[config.mk]
export PLATFORM = sky130hd
export DESIGN_NAME = tpwm_div
export DESIGN_NICKNAME = d
export VERILOG_FILES = /design/src/hw/rtl/tpwm_pkg.sv /design/src/hw/rtl/tpwm_div.sv
export SDC_FILE = /design/constraint.sdc
export NUM_CORES = 2
export LEC_CHECK = 0
export ABC_CLOCK_PERIOD_IN_PS = 3700
export BUFFER_PORTS_ARGS = -buffer_cell sky130_fd_sc_hd__buf_2
export CORE_MARGIN = 2
export CORE_UTILIZATION = 45
export DETAILED_ROUTE_END_ITERATION = 6
export GPL_TIMING_DRIVEN = 1
export PLACE_DENSITY_LB_ADDON = 0.15
export RECOVER_POWER = 50
export SLEW_MARGIN = 5
export SYNTH_ARGS = -nofsm -noshare
export SYNTH_HDL_FRONTEND = slang
export SYNTH_SLANG_ARGS = --single-unit
[constraint.sdc]
create_clock -name clk_i -period 3.7 [get_ports clk_i]
set_clock_uncertainty 0.1 [all_clocks]
set_input_delay 0.37 -clock clk_i [delete_from_list [all_inputs] [get_ports clk_i]]
set_output_delay 0.37 -clock clk_i [all_outputs]
set_load 0.02 [all_outputs]
[src/hw/rtl/tpwm_pkg.sv]
package tpwm_pkg;

  // Default fractional width of the normalised values (Q17.14)
  localparam int unsigned FracBitsDef = 14;

  // Port widths fixed by the field definitions
  localparam int unsigned VoltW = 16;
  localparam int unsigned BusW  = 15;
  localparam int unsigned DutyW = 15;

  // cos(30 deg) in Q30, rounded to nearest at the working scale during elaboration
  localparam longint KQ30 = 64'sd929887697;

  typedef enum logic [2:0] {
    SCH_SPWM  = 3'd0,
    SCH_SVPWM = 3'd1,
    SCH_CMAX  = 3'd2,
    SCH_CMIN  = 3'd3,
    SCH_DPWM0 = 3'd4,
    SCH_DPWM1 = 3'd5,
    SCH_DPWM2 = 3'd6,
    SCH_DPWM3 = 3'd7
  } scheme_e;

  localparam scheme_e SchemeRst = SCH_SVPWM;

  // Pipeline control handed to the divider
  typedef struct packed {
    logic en;
    logic vld;
  } pipe_ctl_t;

endpackage

[src/hw/rtl/tpwm_div.sv]
module tpwm_div
  import tpwm_pkg::*;
#(
  parameter int unsigned FracBits = FracBitsDef,
  localparam int unsigned NumW = VoltW + FracBits
) (
  input  logic                   clk_i,
  input  logic                   rst_ni,
  input  pipe_ctl_t              ctl_i,
  input  logic signed [VoltW-1:0] alpha_i,
  input  logic signed [VoltW-1:0] beta_i,
  input  logic [BusW-1:0]        bus_i,
  output logic                   valid_o,
  output logic signed [NumW:0]   alpha_o,
  output logic signed [NumW:0]   beta_o
);

  // Restoring division, one quotient bit per stage, both lanes share the divisor
  logic [BusW-1:0] rem_q [NumW][2];
  logic [NumW-1:0] wk_q  [NumW][2];
  logic            neg_q [NumW][2];
  logic [BusW-1:0] bus_q [NumW];
  logic            vld_q [NumW];

  logic [BusW-1:0]  bus_eff;
  logic [VoltW-1:0] mag [2];
  logic [NumW-1:0]  num [2];
  logic             sgn [2];

  // Take magnitudes and add half the divisor for round to nearest
  always_comb begin
    bus_eff = (bus_i == '0) ? BusW'(1) : bus_i;
    sgn[0]  = alpha_i[VoltW-1];
    sgn[1]  = beta_i[VoltW-1];
    mag[0]  = sgn[0] ? VoltW'(-alpha_i) : VoltW'(alpha_i);
    mag[1]  = sgn[1] ? VoltW'(-beta_i) : VoltW'(beta_i);
    for (int l = 0; l < 2; l++) begin
      num[l] = {mag[l], {FracBits{1'b0}}} + NumW'(bus_eff >> 1);
    end
  end

  for (genvar k = 0; k < NumW; k++) begin : g_stage
    logic [BusW-1:0] rem_in [2];
    logic [NumW-1:0] wk_in  [2];
    logic            neg_in [2];
    logic [BusW-1:0] bus_in;
    logic            vld_in;
    logic [BusW:0]   trial  [2];
    logic            ge     [2];

    if (k == 0) begin : g_first
      always_comb begin
        for (int l = 0; l < 2; l++) begin
          rem_in[l] = '0;
          wk_in[l]  = num[l];
          neg_in[l] = sgn[l];
        end
        bus_in = bus_eff;
        vld_in = ctl_i.vld;
      end
    end else begin : g_next
      always_comb begin
        for (int l = 0; l < 2; l++) begin
          rem_in[l] = rem_q[k-1][l];
          wk_in[l]  = wk_q[k-1][l];
          neg_in[l] = neg_q[k-1][l];
        end
        bus_in = bus_q[k-1];
        vld_in = vld_q[k-1];
      end
    end

    // Shift in the next dividend bit and try a subtract
    always_comb begin
      for (int l = 0; l < 2; l++) begin
        trial[l] = {rem_in[l], wk_in[l][NumW-1]};
        ge[l]    = trial[l] >= {1'b0, bus_in};
      end
    end

    always_ff @(posedge clk_i or negedge rst_ni) begin
      if (!rst_ni) begin
        vld_q[k] <= 1'b0;
      end else if (ctl_i.en) begin
        vld_q[k] <= vld_in;
      end
    end

    always_ff @(posedge clk_i) begin
      if (ctl_i.en) begin
        for (int l = 0; l < 2; l++) begin
          rem_q[k][l] <= ge[l] ? BusW'(trial[l] - {1'b0, bus_in}) : trial[l][BusW-1:0];
          wk_q[k][l]  <= {wk_in[l][NumW-2:0], ge[l]};
          neg_q[k][l] <= neg_in[l];
        end
        bus_q[k] <= bus_in;
      end
    end
  end

  // Restore the signs
  assign valid_o = vld_q[NumW-1];
  assign alpha_o = neg_q[NumW-1][0] ? -$signed({1'b0, wk_q[NumW-1][0]})
                                    :  $signed({1'b0, wk_q[NumW-1][0]});
  assign beta_o  = neg_q[NumW-1][1] ? -$signed({1'b0, wk_q[NumW-1][1]})
                                    :  $signed({1'b0, wk_q[NumW-1][1]});

endmodule

==> results.md <==
* Worst slew margin at -0.2310
* Gate power share at 0.394
* CTS H-tree lvls at 5
* Die Y-Extent at between 500 and 600 um
* GRT met2 Usage at 0.3429
* Clk_lat worst skew at roughly 900 ps
* Reg clk slew, reported paths at roughly 60 ps
* Commonest non-fill, non-tap cell in the layout: edfxtp_1
* Pwr dens at between 800 and 900 nW/um2
* Min Tclk post-route at 3992 ps
* DRT iter0 DRCs at about 5.4k
* Flop pwr share at 0.376
* Number of detailed-route iterations in the first pass at 6
* Placed Instances at approximately 14k
* Clock sink count at between 2k and 3k
* Final period utilization at 1.079
* Syn Inst Count at 9706
* Final std cells w/o fill at 14.23k
* DP Wirelength at ~220000 um
* Mapped Area at about 130000 um2
* Min-delay worst type: input port to flop
* Met1 usage at 0.2741
* Syn-to-layout area delta at 13.49%
* Via Count at around 77k
* # DRC at 0
* Setup Slack @ Placement at roughly 110 ps
* Worst Hold Launch: bus_i[5]
* Worst EP required at 3230 ps
* Final setup violation count at 10
* Most frequent cells in the layout: edfxtp_1, ha_1, inv_1
* Status: finished, violations left
* Startpoint types: flop
* Total GRT Usage at 0.2035
* CORE AREA at about 280000 um2
* Max VDD drop at around 0.39 mV
* Number of synthesized flops with an enable pin at 2535
* Wire length per cell at 20.84 um
* Rows at ~200
* Syn nets at 10.68k
* FF+latch count, synth at about 2.6k
* CP Class: flop to primary output
* Final Max Slew Viols at a little under 400
* Worst-margin pin slew at ~1800 ps
* Worst Hold Slack at between 100 and 150 ps
* Global-route met3 utilization at 0.02189
* Post-synthesis sequential area ratio at 0.6038
* Global route overflow at 0
* Failing checks: capacitance limit, slew limit, setup timing
* Switching Share at 0.3486
* First-pass GRT wire length at ~450000 um
* Multi-input gate area at between 40000 and 50000 um2
* CTS tree: done
* GPL Wtd Cong at between 0.8 and 0.9
* Vias in the first global route at between 70k and 80k
* Int Pwr at around 81 mW
* Antenna viol nets, final at 0
* Top FF cell, synth: edfxtp_1
* Fin. Hold Viols at 0
* Die Wd at 535.9 um
* I/O Buffers at approximately 110
* Final worst slack at -291.7 ps
* Ports at between 100 and 150
* Fin Setup TNS at -1845 ps
* CP Capture Type: primary output
* Fillers at between 20k and 25k
* RSZ-0062 raised after global routing: yes
* Syn_area_per_cell at about 13 um2
* Max cap viols at 4
* CTS root buffer: clkbuf_16
* Largest net degree at the start of global routing at roughly 130
* Clock power frac at 0.230
* Initial antenna violation count at 5
* CP max FO at 3
* Pleak at about 55 nW
* Drt via density at approximately 5.4
* Worst R2R Start: bus_q[4][0]$_DFFE_PP_
* Register area at a little under 80000 um2
* Wirelength, routed at around 300000 um
* Post-synth cell types at 85
* Critical path startpoint: wk_q[7][99]$_DFFE_PP_
* Initial Utilization at 0.4518
* Share of cells above drive strength 1 at 0.1201
* Inserted Clock Buffers at between 200 and 300
* YS warnings at 0
* Clock Tree Buf Depth at 4
* Maximum clock rate at approximately 250 MHz
* CP arrival at 3520 ps
* # nets final at 11.22k
* Async set or reset register ratio after synthesis at 0.01170
* Switching power at between 40 and 50 mW
* Die ar. at about 290000 um2
* PnR Total Power at 124.0 mW
* Top Usage Layer GRT: met2
[routing by layer]
metal | vias up | wire length, um | share of wire
met5 | - | 18 | 0.000061
met4 | 2 | 9846 | 0.033
met3 | 467 | 11130 | 0.038
met2 | 1571 | 142000 | 0.48
met1 | 37540 | 133500 | 0.45
li1 | 37770 | - | -
[cell families after synthesis]
kind of cell	after synthesis	synth area share
buffers and inverters	861	0.02608
flip-flops	2565	0.6038
XOR/XNOR	639	0.04396
AND/OR/NAND/NOR	1848	0.06976
adder cells (fa/ha/maj)	920	0.09371
AO/OA/AOI/OAI	2358	0.1176
multiplexers	515	0.04512
[registers in the layout, indices dropped and copies added (netlist names)]
register	cells
wk_q	1178
rem_q	870
bus_q	427
neg_q	60
g_stage.vld_in	29
valid_o	1
[synthesized netlist by cell type (all sizes together) (38+ instances only)]
| master | n | area [um2] |
|---|---|---|
| edfxtp | 2535 | 76120 |
| ha | 864 | 10810 |
| inv | 692 | 2597 |
| o21ai | 681 | 3408 |
| a21oi | 614 | 3073 |
| nor2 | 529 | 1986 |
| nand2 | 519 | 1948 |
| mux2 | 472 | 5315 |
| xnor2 | 390 | 3416 |
| xor2 | 249 | 2181 |
| a21o | 221 | 1659 |
| o21a | 158 | 1186 |
| clkbuf | 134 | 506.7 |
| nor2b | 128 | 800.8 |
| nand2b | 126 | 788.3 |
| nor3 | 117 | 625.6 |
| a211oi | 110 | 835.8 |
| a31oi | 109 | 681.9 |
| nand4 | 108 | 675.7 |
| nand3 | 98 | 495.5 |
| o31a | 66 | 578.1 |
| o31ai | 60 | 469.2 |
| fa | 56 | 1121 |
| and3 | 43 | 269.0 |
| mux2i | 43 | 430.4 |
| nor4 | 39 | 274.0 |
| a41oi | 38 | 445.4 |
| o41ai | 38 | 347.8 |
[worst paths after layout]
check,end,slack [ps],cells after the start
max,alpha_o[30],-290,8
min in group asynchronous,g_stage[2].vld_in$_DFFE_PN0P_,920,4
min,bus_q[0][5]$_DFFE_PP_,120,2
max reg2reg,rem_q[1][34]$_DFFE_PP_,200,12
max in group asynchronous,g_stage[15].vld_in$_DFFE_PN0P_,1680,4
min reg2reg,wk_q[0][212]$_DFFE_PP_,280,0
[critical path, stage by stage (launching register included)]
cell      delay, ps
edfxtp_1        400
or4_4           580
nor4_4          210
nand3_2         110
or3_4           440
or3_4           370
buf_4           150
o31a_1          250
buf_6           130
[power groups by stage]
stage	registers (mW)	clock network [mW]	logic (mW)
2_1_floorplan	44.2	0	36.1
3_3_place_gp	47.4	0	47.5
3_5_place_dp	47.3	0	48.3
4_1_cts	46.8	29.4	48.8
5_1_grt	47.3	30.5	54.4
6_report	46.7	28.5	48.8
[through the flow]
stage	util	area [um2]
finish	0.5128	144500
global route	0.5128	144500
CTS	0.5131	144600
detailed placement	0.4758	134100
global placement	0.4758	134100
floorplan	-	127300
[repair_timing]
item,in CTS,in global routing
setup buffers,18,11
cloned,0,0
endpoints found under the hold margin,121,0
pin swaps,8,9
setup endpoints to repair,25,119
hold buffers,76,0
gates resized for setup,24,32
[final cells by class]
class | count | area share
tap | 3743 | 0.03241
inverter | 694 | 0.01803
clock inverter | 176 | 0.01257
timing repair buffer | 411 | 0.02385
clock buffer | 359 | 0.05318
multi-input combinational | 6280 | 0.3279
antenna | 2 | 0.00003464
sequential | 2565 | 0.5320
(Power assumes the default switching activity.)
